$ cat src/rtl/sfs_pkg.sv
// ----------------------------------------------------------------------------
// sfs_pkg: shared types and constants of the sprite frame sequencer
// Field widths, function codes, register map and the structs passed between
// the configuration block, the sequencer and the divider.
// ----------------------------------------------------------------------------
`default_nettype none

package sfs_pkg;

    // Payload widths
    localparam int FUNC_W   = 2;
    localparam int INDEX_W  = 6;
    localparam int TILE_W   = 16;
    localparam int LEFT_W   = 16;
    localparam int TOP_W    = 24;
    localparam int RIGHT_W  = 17;
    localparam int BOTTOM_W = 25;

    // Register widths
    localparam int COLS_W  = 9;
    localparam int DIM_W   = 9;
    localparam int DELAY_W = 8;
    localparam int COUNT_W = 7;

    // APB
    localparam int APB_DATA_W = 32;
    localparam int APB_ADDR_W = 5;
    localparam int REG_IDX_W  = 3;

    // Default table depth
    localparam int DEF_MAX_FRAMES = 64;

    // Function codes
    localparam logic [FUNC_W-1:0] FN_LOAD    = 2'd0;
    localparam logic [FUNC_W-1:0] FN_DRAW    = 2'd1;
    localparam logic [FUNC_W-1:0] FN_REFRESH = 2'd2;

    // Register indexes
    localparam logic [REG_IDX_W-1:0] REG_FIRST_TILE_ID = 3'd0;
    localparam logic [REG_IDX_W-1:0] REG_SHEET_COLUMNS = 3'd1;
    localparam logic [REG_IDX_W-1:0] REG_TILE_WIDTH    = 3'd2;
    localparam logic [REG_IDX_W-1:0] REG_TILE_HEIGHT   = 3'd3;
    localparam logic [REG_IDX_W-1:0] REG_FRAME_DELAY   = 3'd4;
    localparam logic [REG_IDX_W-1:0] REG_FRAME_COUNT   = 3'd5;

    // Register reset values
    localparam logic [TILE_W-1:0]  RST_FIRST_TILE_ID = 16'd1;
    localparam logic [COLS_W-1:0]  RST_SHEET_COLUMNS = 9'd1;
    localparam logic [DIM_W-1:0]   RST_TILE_WIDTH    = 9'd16;
    localparam logic [DIM_W-1:0]   RST_TILE_HEIGHT   = 9'd16;
    localparam logic [DELAY_W-1:0] RST_FRAME_DELAY   = 8'd0;
    localparam logic [COUNT_W-1:0] RST_FRAME_COUNT   = 7'd1;

    typedef struct packed {
        logic [TILE_W-1:0]  first_tile_id;
        logic [COLS_W-1:0]  sheet_columns;
        logic [DIM_W-1:0]   tile_width;
        logic [DIM_W-1:0]   tile_height;
        logic [DELAY_W-1:0] frame_delay;
        logic [COUNT_W-1:0] frame_count;
    } t_cfg;

    typedef struct packed {
        logic              start;
        logic [TILE_W-1:0] dividend;
        logic [COLS_W-1:0] divisor;
    } t_div_req;

    typedef struct packed {
        logic              done;
        logic [TILE_W-1:0] quotient;
        logic [COLS_W-1:0] remainder;
    } t_div_rsp;

endpackage

`default_nettype wire

$ cat src/rtl/sfs_in_if.sv
// ----------------------------------------------------------------------------
// sfs_in_if: command channel of the sprite frame sequencer
// Valid/ready channel carrying one load, draw or refresh command.
// ----------------------------------------------------------------------------
`default_nettype none

interface sfs_in_if import sfs_pkg::*; ();
    logic               valid;
    logic               ready;
    logic [FUNC_W-1:0]  func;
    logic [INDEX_W-1:0] entry_index;
    logic [TILE_W-1:0]  entry_tile_id;

    modport source (output valid, func, entry_index, entry_tile_id, input ready);
    modport sink   (input valid, func, entry_index, entry_tile_id, output ready);
endinterface

`default_nettype wire

$ cat src/rtl/sfs_out_if.sv
// ----------------------------------------------------------------------------
// sfs_out_if: rectangle channel of the sprite frame sequencer
// Valid/ready channel carrying one source tile rectangle per draw.
// ----------------------------------------------------------------------------
`default_nettype none

interface sfs_out_if import sfs_pkg::*; ();
    logic                valid;
    logic                ready;
    logic [LEFT_W-1:0]   rect_left;
    logic [TOP_W-1:0]    rect_top;
    logic [RIGHT_W-1:0]  rect_right;
    logic [BOTTOM_W-1:0] rect_bottom;
    logic                invalid;

    modport source (output valid, rect_left, rect_top, rect_right, rect_bottom, invalid,
                    input ready);
    modport sink   (input valid, rect_left, rect_top, rect_right, rect_bottom, invalid,
                    output ready);
endinterface

`default_nettype wire

$ cat src/rtl/sfs_cfg.sv
// ----------------------------------------------------------------------------
// sfs_cfg: configuration registers
// APB-style register file holding sheet geometry and animation timing.
// ----------------------------------------------------------------------------
`default_nettype none

module sfs_cfg import sfs_pkg::*; (
    input  wire logic                  i_clk,
    input  wire logic                  i_rst_n,
    input  wire logic                  psel,
    input  wire logic                  penable,
    input  wire logic                  pwrite,
    input  wire logic [APB_ADDR_W-1:0] paddr,
    input  wire logic [APB_DATA_W-1:0] pwdata,
    output logic      [APB_DATA_W-1:0] prdata,
    output logic                       pready,
    output t_cfg                       o_cfg
);

    t_cfg                 r_cfg;
    logic                 wr_en;
    logic [REG_IDX_W-1:0] reg_idx;

    assign pready  = 1'b1;
    assign wr_en   = psel && penable && pwrite;
    assign reg_idx = paddr[APB_ADDR_W-1:2];
    assign o_cfg   = r_cfg;

    always_ff @(posedge i_clk) begin
        if (!i_rst_n) begin
            r_cfg.first_tile_id <= RST_FIRST_TILE_ID;
            r_cfg.sheet_columns <= RST_SHEET_COLUMNS;
            r_cfg.tile_width    <= RST_TILE_WIDTH;
            r_cfg.tile_height   <= RST_TILE_HEIGHT;
            r_cfg.frame_delay   <= RST_FRAME_DELAY;
            r_cfg.frame_count   <= RST_FRAME_COUNT;
        end else if (wr_en) begin
            case (reg_idx)
                REG_FIRST_TILE_ID: r_cfg.first_tile_id <= pwdata[TILE_W-1:0];
                REG_SHEET_COLUMNS: r_cfg.sheet_columns <= pwdata[COLS_W-1:0];
                REG_TILE_WIDTH:    r_cfg.tile_width    <= pwdata[DIM_W-1:0];
                REG_TILE_HEIGHT:   r_cfg.tile_height   <= pwdata[DIM_W-1:0];
                REG_FRAME_DELAY:   r_cfg.frame_delay   <= pwdata[DELAY_W-1:0];
                REG_FRAME_COUNT:   r_cfg.frame_count   <= pwdata[COUNT_W-1:0];
                default: ;
            endcase
        end
    end

    always_comb begin
        case (reg_idx)
            REG_FIRST_TILE_ID: prdata = APB_DATA_W'(r_cfg.first_tile_id);
            REG_SHEET_COLUMNS: prdata = APB_DATA_W'(r_cfg.sheet_columns);
            REG_TILE_WIDTH:    prdata = APB_DATA_W'(r_cfg.tile_width);
            REG_TILE_HEIGHT:   prdata = APB_DATA_W'(r_cfg.tile_height);
            REG_FRAME_DELAY:   prdata = APB_DATA_W'(r_cfg.frame_delay);
            REG_FRAME_COUNT:   prdata = APB_DATA_W'(r_cfg.frame_count);
            default:           prdata = '0;
        endcase
    end

endmodule

`default_nettype wire

$ cat src/rtl/sfs_div.sv
// ----------------------------------------------------------------------------
// sfs_div: iterative divider
// Restoring division of the relative tile id by the column count, one
// quotient bit per cycle.
// ----------------------------------------------------------------------------
`default_nettype none

module sfs_div import sfs_pkg::*; (
    input  wire logic     i_clk,
    input  wire logic     i_rst_n,
    input  wire t_div_req i_req,
    output t_div_rsp      o_rsp
);

    localparam int STEP_W = $clog2(TILE_W + 1);

    logic                r_busy;
    logic                r_done;
    logic [STEP_W-1:0]   r_step;
    logic [TILE_W-1:0]   r_quo;
    logic [COLS_W-1:0]   r_rem;
    logic [COLS_W-1:0]   r_div;
    logic [COLS_W:0]     trial;
    logic [COLS_W:0]     diff;
    logic                take;

    // Shift in the next dividend bit and try the subtraction
    assign trial = {r_rem, r_quo[TILE_W-1]};
    assign take  = trial >= {1'b0, r_div};
    assign diff  = trial - {1'b0, r_div};

    always_ff @(posedge i_clk) begin
        if (!i_rst_n) begin
            r_busy <= 1'b0;
            r_done <= 1'b0;
            r_step <= '0;
        end else begin
            r_done <= 1'b0;
            if (i_req.start) begin
                r_busy <= 1'b1;
                r_step <= '0;
                r_quo  <= i_req.dividend;
                r_rem  <= '0;
                r_div  <= i_req.divisor;
            end else if (r_busy) begin
                r_quo  <= {r_quo[TILE_W-2:0], take};
                r_rem  <= take ? diff[COLS_W-1:0] : trial[COLS_W-1:0];
                r_step <= r_step + 1'b1;
                if (r_step == STEP_W'(TILE_W - 1)) begin
                    r_busy <= 1'b0;
                    r_done <= 1'b1;
                end
            end
        end
    end

    assign o_rsp.done      = r_done;
    assign o_rsp.quotient  = r_quo;
    assign o_rsp.remainder = r_rem;

endmodule

`default_nettype wire

$ cat src/rtl/sfs_seq.sv
// ----------------------------------------------------------------------------
// sfs_seq: frame table and draw sequencer
// Holds the frame table memory, frame pointer and delay counter, runs each
// command and forms the tile rectangle in an output register.
// ----------------------------------------------------------------------------
`default_nettype none

module sfs_seq import sfs_pkg::*; #(
    parameter int MAX_FRAMES = DEF_MAX_FRAMES
) (
    input  wire logic     i_clk,
    input  wire logic     i_rst_n,
    input  wire t_cfg     i_cfg,
    sfs_in_if.sink        i_item,
    sfs_out_if.source     o_rect,
    output t_div_req      o_div_req,
    input  wire t_div_rsp i_div_rsp
);

    localparam int ADDR_W = (MAX_FRAMES > 1) ? $clog2(MAX_FRAMES) : 1;
    localparam int CMP_W  = 11;
    localparam logic [CMP_W-1:0] MAXF = CMP_W'(MAX_FRAMES);
    localparam int LFULL_W = COLS_W + DIM_W;
    localparam int TFULL_W = TILE_W + DIM_W;

    typedef enum logic [1:0] {
        S_IDLE,
        S_READ,
        S_DIV,
        S_PUT
    } t_state;

    t_state              r_state;
    logic [ADDR_W-1:0]   r_ptr;
    logic [DELAY_W-1:0]  r_cnt;
    logic [TILE_W-1:0]   r_rd_data;
    logic                r_bad;
    logic [LFULL_W-1:0]  r_left_full;
    logic [TFULL_W-1:0]  r_top_full;

    logic                r_out_valid;
    logic [LEFT_W-1:0]   r_out_left;
    logic [TOP_W-1:0]    r_out_top;
    logic [RIGHT_W-1:0]  r_out_right;
    logic [BOTTOM_W-1:0] r_out_bottom;
    logic                r_out_invalid;

    logic [TILE_W-1:0]   mem [MAX_FRAMES];

    logic                accept;
    logic                is_load;
    logic                is_draw;
    logic                is_refresh;
    logic                slot_ok;
    logic [ADDR_W-1:0]   wr_addr;
    logic [DELAY_W:0]    n_cnt_ext;
    logic                adv;
    logic [ADDR_W:0]     n_ptr_ext;
    logic                wrap;
    logic [ADDR_W-1:0]   n_ptr;
    logic [DELAY_W-1:0]  n_cnt;
    logic [COLS_W-1:0]   cols;
    logic                out_free;
    logic [LFULL_W:0]    right_sum;
    logic [TFULL_W:0]    bottom_sum;

    assign i_item.ready = (r_state == S_IDLE);
    assign accept       = i_item.valid && i_item.ready;
    assign is_load      = accept && (i_item.func == FN_LOAD);
    assign is_draw      = accept && (i_item.func == FN_DRAW);
    assign is_refresh   = accept && (i_item.func == FN_REFRESH);
    assign slot_ok      = CMP_W'(i_item.entry_index) < MAXF;
    assign wr_addr      = ADDR_W'(i_item.entry_index);

    // Frame advance: hold the frame until the counter passes the delay
    assign n_cnt_ext = {1'b0, r_cnt} + 1'b1;
    assign adv       = n_cnt_ext > {1'b0, i_cfg.frame_delay};
    assign n_ptr_ext = {1'b0, r_ptr} + 1'b1;
    assign wrap      = (CMP_W'(n_ptr_ext) >= CMP_W'(i_cfg.frame_count)) ||
                       (CMP_W'(n_ptr_ext) >= MAXF);
    assign n_ptr     = wrap ? '0 : n_ptr_ext[ADDR_W-1:0];
    assign n_cnt     = n_cnt_ext[DELAY_W-1:0];

    assign cols = (i_cfg.sheet_columns == '0) ? COLS_W'(1) : i_cfg.sheet_columns;

    assign o_div_req.start    = (r_state == S_READ);
    assign o_div_req.dividend = r_rd_data - i_cfg.first_tile_id;
    assign o_div_req.divisor  = cols;

    assign out_free   = !r_out_valid || o_rect.ready;
    assign right_sum  = {1'b0, r_left_full} + (LFULL_W + 1)'(i_cfg.tile_width);
    assign bottom_sum = {1'b0, r_top_full} + (TFULL_W + 1)'(i_cfg.tile_height);

    // Frame table: one write port, one registered read port
    always_ff @(posedge i_clk) begin
        if (is_load && slot_ok) begin
            mem[wr_addr] <= i_item.entry_tile_id;
        end
        if (is_draw) begin
            r_rd_data <= mem[r_ptr];
        end
    end

    always_ff @(posedge i_clk) begin
        if (!i_rst_n) begin
            r_state     <= S_IDLE;
            r_ptr       <= '0;
            r_cnt       <= '0;
            r_out_valid <= 1'b0;
        end else begin
            // Drain the output register; a finished draw refills it instead
            if (r_out_valid && o_rect.ready && (r_state != S_PUT)) begin
                r_out_valid <= 1'b0;
            end
            case (r_state)
                S_IDLE: begin
                    if (is_refresh) begin
                        r_ptr <= '0;
                        r_cnt <= '0;
                    end
                    if (is_draw) begin
                        // Pointer read was issued this edge; advance now
                        r_state <= S_READ;
                        if (adv) begin
                            r_cnt <= '0;
                            r_ptr <= n_ptr;
                        end else begin
                            r_cnt <= n_cnt;
                        end
                    end
                end
                S_READ: begin
                    r_bad   <= r_rd_data < i_cfg.first_tile_id;
                    r_state <= S_DIV;
                end
                S_DIV: begin
                    if (i_div_rsp.done) begin
                        r_left_full <= LFULL_W'(i_div_rsp.remainder) *
                                       LFULL_W'(i_cfg.tile_width);
                        r_top_full  <= TFULL_W'(i_div_rsp.quotient) *
                                       TFULL_W'(i_cfg.tile_height);
                        r_state     <= S_PUT;
                    end
                end
                S_PUT: begin
                    if (out_free) begin
                        r_out_valid   <= 1'b1;
                        r_out_invalid <= r_bad;
                        r_out_left    <= r_bad ? '0 : r_left_full[LEFT_W-1:0];
                        r_out_top     <= r_bad ? '0 : r_top_full[TOP_W-1:0];
                        r_out_right   <= r_bad ? '0 : right_sum[RIGHT_W-1:0];
                        r_out_bottom  <= r_bad ? '0 : bottom_sum[BOTTOM_W-1:0];
                        r_state       <= S_IDLE;
                    end
                end
                default: r_state <= S_IDLE;
            endcase
        end
    end

    assign o_rect.valid       = r_out_valid;
    assign o_rect.rect_left   = r_out_left;
    assign o_rect.rect_top    = r_out_top;
    assign o_rect.rect_right  = r_out_right;
    assign o_rect.rect_bottom = r_out_bottom;
    assign o_rect.invalid     = r_out_invalid;

    a_ptr_in_table: assert property (@(posedge i_clk) disable iff (!i_rst_n)
        CMP_W'(r_ptr) < MAXF)
        else $error("frame pointer left the table");

    a_div_done_in_div: assert property (@(posedge i_clk) disable iff (!i_rst_n)
        i_div_rsp.done |-> (r_state == S_DIV))
        else $error("divider finished outside the divide phase");

    a_draw_starts_read: assert property (@(posedge i_clk) disable iff (!i_rst_n)
        is_draw |=> (r_state == S_READ))
        else $error("draw did not start a table read");

    a_refresh_clears: assert property (@(posedge i_clk) disable iff (!i_rst_n)
        is_refresh |=> (r_ptr == '0) && (r_cnt == '0))
        else $error("refresh did not clear pointer and counter");

    a_put_fills_output: assert property (@(posedge i_clk) disable iff (!i_rst_n)
        (r_state == S_PUT) && out_free |=> r_out_valid && (r_state == S_IDLE))
        else $error("finished draw not placed in the output register");

endmodule

`default_nettype wire

$ cat src/rtl/sprite_frame_sequencer.sv
// ----------------------------------------------------------------------------
// sprite_frame_sequencer: sprite animation sequencer
// Frame table of tile ids with a frame pointer and delay counter; each draw
// returns the source rectangle of the current frame's tile in the sheet.
// ----------------------------------------------------------------------------
//
//  Channel   Direction  Handshake             Transaction
//  --------  ---------  --------------------  ---------------------------------
//  i_item    in         valid / ready         load entry, draw or refresh
//  o_rect    out        valid / ready         tile rectangle + invalid flag
//  APB       in         psel/penable, pready  register write / read
//
//  Steps: load and refresh take effect at the accepting edge. A draw
//  issues the table read at the accepting edge, then subtracts the first
//  id and starts the divider, runs the bit-serial divider, multiplies the
//  remainder and quotient by tile width and height, and fills the output
//  register. The divider sets the time.
//  Reset: synchronous, active low; clears pointer, counter and registers.
//  The frame table is not cleared; draw only entries that were loaded.
//  Stalls: a finished rectangle waits in the output register while the
//  next transaction is taken; a draw holds in its last step only while
//  the output register is full and not taken.
//
`default_nettype none

module sprite_frame_sequencer import sfs_pkg::*; #(
    parameter int MAX_FRAMES = DEF_MAX_FRAMES
) (
    input  wire logic                  i_clk,
    input  wire logic                  i_rst_n,
    sfs_in_if.sink                     i_item,
    sfs_out_if.source                  o_rect,
    input  wire logic                  psel,
    input  wire logic                  penable,
    input  wire logic                  pwrite,
    input  wire logic [APB_ADDR_W-1:0] paddr,
    input  wire logic [APB_DATA_W-1:0] pwdata,
    output logic      [APB_DATA_W-1:0] prdata,
    output logic                       pready
);

    t_cfg     cfg;
    t_div_req div_req;
    t_div_rsp div_rsp;

    // Register file: geometry and timing; the user must write it only while idle, the block does not enforce this
    sfs_cfg u_cfg (
        .i_clk   (i_clk),
        .i_rst_n (i_rst_n),
        .psel    (psel),
        .penable (penable),
        .pwrite  (pwrite),
        .paddr   (paddr),
        .pwdata  (pwdata),
        .prdata  (prdata),
        .pready  (pready),
        .o_cfg   (cfg)
    );

    // Divider: splits the relative tile id into row and column
    sfs_div u_div (
        .i_clk   (i_clk),
        .i_rst_n (i_rst_n),
        .i_req   (div_req),
        .o_rsp   (div_rsp)
    );

    // Frame table memory, animation state and rectangle output register
    sfs_seq #(
        .MAX_FRAMES (MAX_FRAMES)
    ) u_seq (
        .i_clk     (i_clk),
        .i_rst_n   (i_rst_n),
        .i_cfg     (cfg),
        .i_item    (i_item),
        .o_rect    (o_rect),
        .o_div_req (div_req),
        .i_div_rsp (div_rsp)
    );

endmodule

`default_nettype wire

$ cat src/flat_wrapper.sv
// flat-port wrapper written by rule: the top's interface ports become plain ports
module sprite_frame_sequencer_flat import sfs_pkg::*;
#(
    parameter int MAX_FRAMES = DEF_MAX_FRAMES
)
  (i_clk, i_rst_n, psel, penable, pwrite, paddr, pwdata, prdata, pready, i_item_valid, i_item_func, i_item_entry_index, i_item_entry_tile_id, i_item_ready, o_rect_valid, o_rect_rect_left, o_rect_rect_top, o_rect_rect_right, o_rect_rect_bottom, o_rect_invalid, o_rect_ready);
  sfs_in_if i_item_i ();
  sfs_out_if o_rect_i ();
  input  wire logic i_clk;
  input  wire logic i_rst_n;
  input  wire logic psel;
  input  wire logic penable;
  input  wire logic pwrite;
  input  wire logic [APB_ADDR_W-1:0] paddr;
  input  wire logic [APB_DATA_W-1:0] pwdata;
  output logic      [APB_DATA_W-1:0] prdata;
  output logic pready;
  input wire logic [$bits(i_item_i.valid)-1:0] i_item_valid;
  input wire logic [$bits(i_item_i.func)-1:0] i_item_func;
  input wire logic [$bits(i_item_i.entry_index)-1:0] i_item_entry_index;
  input wire logic [$bits(i_item_i.entry_tile_id)-1:0] i_item_entry_tile_id;
  output wire logic [$bits(i_item_i.ready)-1:0] i_item_ready;
  output wire logic [$bits(o_rect_i.valid)-1:0] o_rect_valid;
  output wire logic [$bits(o_rect_i.rect_left)-1:0] o_rect_rect_left;
  output wire logic [$bits(o_rect_i.rect_top)-1:0] o_rect_rect_top;
  output wire logic [$bits(o_rect_i.rect_right)-1:0] o_rect_rect_right;
  output wire logic [$bits(o_rect_i.rect_bottom)-1:0] o_rect_rect_bottom;
  output wire logic [$bits(o_rect_i.invalid)-1:0] o_rect_invalid;
  input wire logic [$bits(o_rect_i.ready)-1:0] o_rect_ready;
  assign i_item_i.valid = i_item_valid;
  assign i_item_i.func = i_item_func;
  assign i_item_i.entry_index = i_item_entry_index;
  assign i_item_i.entry_tile_id = i_item_entry_tile_id;
  assign i_item_ready = i_item_i.ready;
  assign o_rect_valid = o_rect_i.valid;
  assign o_rect_rect_left = o_rect_i.rect_left;
  assign o_rect_rect_top = o_rect_i.rect_top;
  assign o_rect_rect_right = o_rect_i.rect_right;
  assign o_rect_rect_bottom = o_rect_i.rect_bottom;
  assign o_rect_invalid = o_rect_i.invalid;
  assign o_rect_i.ready = o_rect_ready;
  sprite_frame_sequencer #(.MAX_FRAMES(MAX_FRAMES)) u_core (.i_clk(i_clk), .i_rst_n(i_rst_n), .i_item(i_item_i), .o_rect(o_rect_i), .psel(psel), .penable(penable), .pwrite(pwrite), .paddr(paddr), .pwdata(pwdata), .prdata(prdata), .pready(pready));
endmodule
$ cat config.mk
export PLATFORM = sky130hd
export DESIGN_NAME = sprite_frame_sequencer_flat
export DESIGN_NICKNAME = d
export VERILOG_FILES = /design/src/rtl/sfs_pkg.sv /design/src/rtl/sfs_in_if.sv /design/src/rtl/sfs_out_if.sv /design/src/rtl/sfs_cfg.sv /design/src/rtl/sfs_div.sv /design/src/rtl/sfs_seq.sv /design/src/rtl/sprite_frame_sequencer.sv /design/src/flat_wrapper.sv
export SDC_FILE = /design/constraint.sdc
export NUM_CORES = 2
export LEC_CHECK = 0
export ABC_CLOCK_PERIOD_IN_PS = 11100
export BUFFER_PORTS_ARGS = -buffer_cell sky130_fd_sc_hd__buf_4
export CORE_ASPECT_RATIO = 1.25
export CORE_MARGIN = 10
export CORE_UTILIZATION = 67
export DETAILED_ROUTE_END_ITERATION = 16
export GPL_TIMING_DRIVEN = 0
export PLACE_DENSITY = 0.85
export SYNTH_ARGS = -nofsm -noshare
export SYNTH_HDL_FRONTEND = slang
export SYNTH_HIERARCHICAL = 1
export SYNTH_SLANG_ARGS = --single-unit
$ cat constraint.sdc
create_clock -name i_clk -period 11.1 [get_ports i_clk]
set_input_delay 1.665 -clock i_clk [delete_from_list [all_inputs] [get_ports i_clk]]
set_output_delay 1.665 -clock i_clk [all_outputs]
set_load 0.01 [all_outputs]
-- Word-level counts from Yosys, hierarchy flattened
Memory sizes are Yosys's and may differ from the RTL's. A register that Yosys moved wholly into a read port is not among the register bits.
Index checks and enable logic that the tools add are counted.
- add/sub/neg operators: 7
- multipliers: 2
- magnitude comparators: 5
- equal/unequal tests: 15
- multiplexer cells: 25
- bitwise gates (word level): 2
- reduce and logical (&&, ||, !) cells: 31
- operators by type and width (kind ; count):
    $pmux W16 S6 ; 1
    $mux W16 ; 2
    $add A25 B9 Y25 ; 1
    $mul A16 B9 Y25 ; 1
    $mux W6 ; 4
    $mux W8 ; 3
    $mux W9 ; 2
    $reduce_and A2 Y1 ; 9
    $add A17 B9 Y17 ; 1
    $mul A9 B9 Y17 ; 1
    $lt A16 B16 Y1 ; 1
    $sub A16 B16 Y16 ; 1
    $ge A10 B9 Y1 ; 1
    $add A8 B1 Y9 const B ; 1
    $gt A9 B8 Y1 ; 1
    $logic_not A9 Y1 ; 1
    $mux W1 ; 9
    $reduce_and A3 Y1 ; 3
    $sub A9 B9 Y9 ; 1
    $logic_and A1 B1 Y1 ; 8
    $pmux W2 S4 ; 1
    $add A6 B1 Y7 const B ; 1
    $ge A7 B7 Y1 ; 1
    $ge A7 B7 Y1 const B ; 1
    other kinds (18) ; 31
- bits in registers: 242
- memory bits (writable): 1024
- output and inout port bits: 118
- logic and storage cells: 112
- memories kept: 1
- memory list (name ; words ; width ; read ports ; clocked after memory_dff ; wr ports ; RTL line ; RTL):
    u_core.u_seq.mem ; 64 ; 16 ; 1 ; 1 ; 1 ; sfs_seq.sv:48 ; logic [TILE_W-1:0] mem [MAX_FRAMES];

-- Logic depth before layout (Yosys ltp)
- depth after elaboration: 6
- mapped depth: 19

-- Hierarchy
Netlist, hierarchy kept.
- by module, submodules not included (module ; instances ; cells each ; area each (um^2) ; sequential area each (um^2)):
    sfs_seq ; 1 ; 3070 ; 54140.7 ; 35353.9
    sfs_cfg ; 1 ; 293 ; 2889.0 ; 1161.1
    sfs_div ; 1 ; 165 ; 2128.3 ; 1161.1

-- Worst setup path after synthesis
OpenSTA, ideal clock, no wires.
- path kind: input to register
- start: input port i_rst_n
- end: register u_core.u_seq.r_out_invalid, in the netlist u_core/u_seq/o_rect.invalid (enable)
- library setup time: 0.526 ns
- arrival: 5.197 ns
- required time: 10.574 ns
- slack: 5.376 ns
- stages: 2
- buffers on the path: 0
- cells stage by stage: nand2_1 > nor2_1
- word-level cells in the longest chain between the ends: 1
- RTL lines (element ; RTL line ; RTL):
    start: declaration ; flat_wrapper.sv:10 ; input wire logic i_rst_n;
    $reduce_and A3 Y1 (no source line) ; -- ;
    end signal: assignment ; sfs_seq.sv:148 ; r_out_invalid <= r_bad;
    end: declaration ; sfs_seq.sv:46 ; logic r_out_invalid;
Every way passes these cells.
A chain may end at the register's enable or synchronous reset.

-- Final worst setup path
- start: register u_core.u_cfg.r_cfg, in the netlist u_core/u_cfg/o_cfg[16]
- end: register u_core.u_seq.r_top_full[24] (data pin)
- word-level cells in the longest chain between the ends: 1
- RTL lines (element ; RTL line ; RTL):
    start: declaration ; sfs_cfg.sv:20 ; t_cfg r_cfg;
    $mul A16 B9 Y25 ; sfs_seq.sv:140 ; r_top_full <= TFULL_W'(i_div_rsp.quotient) *
    end signal: assignment ; sfs_seq.sv:140 ;
    end: declaration ; sfs_seq.sv:39 ; logic [TFULL_W-1:0] r_top_full;
Every way passes these cells.

==> reports/results.ini <==
[worst_setup_path]
r2r_cells = 17
crit_path_end_kind = flop
critPathTopFamily = adder cells
crit_top_cell = fa_1
start_kind = flop
cp.buffers_inverters = 5
arrival_ps = 6290
setup.worst_path.class = flop to flop
worst-path-stages = 17
critPathMaxFanout = 10
max_stage_delay_ps = 550
crit_path_end = u_core/u_seq/r_top_full[24]$_DFFE_PP_
crit_start = u_core/u_cfg/o_cfg[16]$_SDFFE_PN0P_
r2r-start = u_core/u_cfg/o_cfg[16]$_SDFFE_PN0P_
slowest_stage = fa_1
required_ps = 11620
reg2reg_slack_ps = 5330
r2r-end = u_core/u_seq/r_top_full[24]$_DFFE_PP_
worstPathCellList = clkbuf_1 > clkbuf_1 > nand2_1 > fa_1 > inv_1 > fa_1 > fa_1 > inv_1 > fa_1 > inv_1 > ha_1 > nand3_1 > o211ai_1 > a21oi_1 > o31ai_1 > mux2i_1 > nor4bb_1

[sta]
timing.final.hold_violations = 0
setup_viol = 0
period_needed_ps = 5770
period_share_pct = 52.0
slew_headroom_pct = 7.38
report.final.slew_viol_count = 0
skew_ps = 33.0
rsz0062_at_grt = no
worstMarginPinSlew_ps = 1380
fmax_mhz = 173
setup_tns_ps = 0

[clock_network]
htreeDepth = 3
ctsResizeCount = 0
cts_buffer_depth = 3
cts-root-buf = clkbuf_16
cts_tree = built
cts_setup_buffers = 0
cts.sinks = 1282
insertion_delay_ps = 710
holdBufCountCts = 0
numCtsBuffers = 114
clkTransAtPathRegs_ps = 70

[floorplanning]
die_area_sq_um = 101000
num_rows = 121
core-area_sq_um = 87400
die_h_microns = 352
start_util_pct = 67.7
io_pins = 186
die_w_microns = 286

[synthesis]
post-synth-top-area-cell = edfxtp_1
synth-seq-cells = 1282
syn-cell-area_sq_um = 59200
synth_flop_cell = edfxtp_1
synth-edff-count = 1200
syn_area_per_cell_sq_um = 16.8
ys_types = 90
synthTopCellsByArea = edfxtp_1 (61%), mux4_2 (13%), fa_1 (5.1%)
synth_top_area_share_pct = 60.9
yosysSeqAreaShare_pct = 63.7
async_flop_share_pct = 0
syn-instance-count = 3528
ys_warn_count = 6

[final_layout]
final_common_cell = edfxtp_1
nFillCells = 4710
multi_input_area_sq_um = 19800
nets = 4191
syn_to_final_growth_pct = 11.4
drive_above_1_share_pct = 20.8
regArea_sq_um = 37700
layout_common_cells = edfxtp_1 (1200), mux4_2 (333), inv_1 (291)

[grt]
grt_use_met1_pct = 36.9
met3_usage_pct = 5.63
antenna_found_initial = 4
grt_pass1_wl_microns = 226000
grt_pass1_vias = 34023
grt_max_degree = 65
overflow = 0
busiest_layer = met2
grt.total_usage_pct = 30.6
grtUsageMet2_pct = 51.7

[route]
first_pass_iters = 5
wl_per_cell_microns = 30.0
wirelength_microns = 153000
drc = 0
avgViaCountPerCell = 6.62
antenna_left = 0
num_vias = 33691
drt_iter0_drc = 3833

[hold_path]
hold_start = u_core/u_seq/r_bad$_DFFE_PP_
hp-class = flop to flop

[placed_design]
numPortBuffers = 145
gp_congestion = 0.919
dpl.hpwl_microns = 97700

[pwr]
power_density_nw_per_um2 = 156
power_mw = 10.3
ir_worst_vdd_uv = 203
leakage_nw = 22.7

[run]
cap_violations = 0

[run_status]
status = finished, final reports clean

power breakdown:
part / internal (mW) / switching, mW
combinational: 0.320 / 0.534
sequential: 5.38 / 0.0692
clock: 2.20 / 1.78
total: 7.90 / 2.38
per-layer routing:
metal	share of wire (%)	routed length [microns]	vias up
met5	0.027	42	-
met4	6.5	9950	6
met3	9.5	14600	451
met2	51	77800	2300
met1	33	50600	17065
li1	-	-	13869
cells in the mapped netlist (19+ instances only):
library cell and number:
and2_1 121, nand3_1 27, o21a_1 23, buf_2 27, a21o_1 21, mux2i_1 76
inv_1 291, o21ai_0 22, dfxtp_1 82, xor2_1 23, ha_1 147, nor2b_1 63
nor3_1 23, mux4_2 333, buf_4 19, a21oi_1 57, fa_1 152, clkbuf_1 104
xnor2_1 52, nand2_1 250, nor2_1 157, mux2_2 25, edfxtp_1 1200
flip-flops by register name, indices dropped and copies added (netlist names), 2 cells and up:
name                             count
u_core/u_cfg/o_cfg                  58
u_core/u_div/r_div                   9
u_core/u_div/r_quo                  16
u_core/u_div/r_rem                   9
u_core/u_div/r_step                  5
u_core/u_seq/mem                  1024
u_core/u_seq/o_rect.rect_bottom     25
u_core/u_seq/o_rect.rect_left       16
u_core/u_seq/o_rect.rect_right      17
u_core/u_seq/o_rect.rect_top        24
u_core/u_seq/r_cnt                   8
u_core/u_seq/r_left_full            17
u_core/u_seq/r_ptr                   6
u_core/u_seq/r_rd_data              16
u_core/u_seq/r_state                 2
u_core/u_seq/r_top_full             25
cell families after synthesis:
group | synth area share (%)
simple gates | 6.12
buf+inv | 3.25
compound gates | 2.80
flops | 63.7
mux | 14.8
xor+xnor | 1.11
fa+ha+maj | 8.25
other cells | 0.0127
worst min-delay path by stage:
stage                     cells past startpoint  slack, ps                                     to
after floorplan                               2        440    u_core/u_cfg/o_cfg[51]$_SDFFE_PN0P_
after global placement                        2        460    u_core/u_cfg/o_cfg[55]$_SDFFE_PN0P_
after detailed placement                      0        460  u_core/u_seq/o_rect.invalid$_DFFE_PP_
after CTS                                     0        470  u_core/u_seq/o_rect.invalid$_DFFE_PP_
after global routing                          0        490  u_core/u_seq/o_rect.invalid$_DFFE_PP_
final                                         0        470  u_core/u_seq/o_rect.invalid$_DFFE_PP_
area by class of cell:
cell class,count,share of cell area (%)
Antenna cell,3,0.0114
Buffer,168,1.26
Clock buffer,144,4.56
Clock inverter,69,1.09
Inverter,292,1.66
Multi-Input combinational cell,1801,30.0
Sequential cell,1282,57.2
Tap cell,1168,2.22
Timing Repair Buffer,165,2.04
metrics by stage:
step	setup WS [ps]	area [sq um]	std cells	hold WS [ps]	util, %
after floorplan	5380	59200	3543	443	-
after global placement	4350	61800	4856	457	70.7
after detailed placement	5290	62100	4875	460	71.1
after CTS	5320	65900	5088	474	75.4
after global routing	4970	65900	5089	495	75.4
final	5330	65900	5092	473	75.4
No activity file was read; power rests on OpenSTA's default activity.
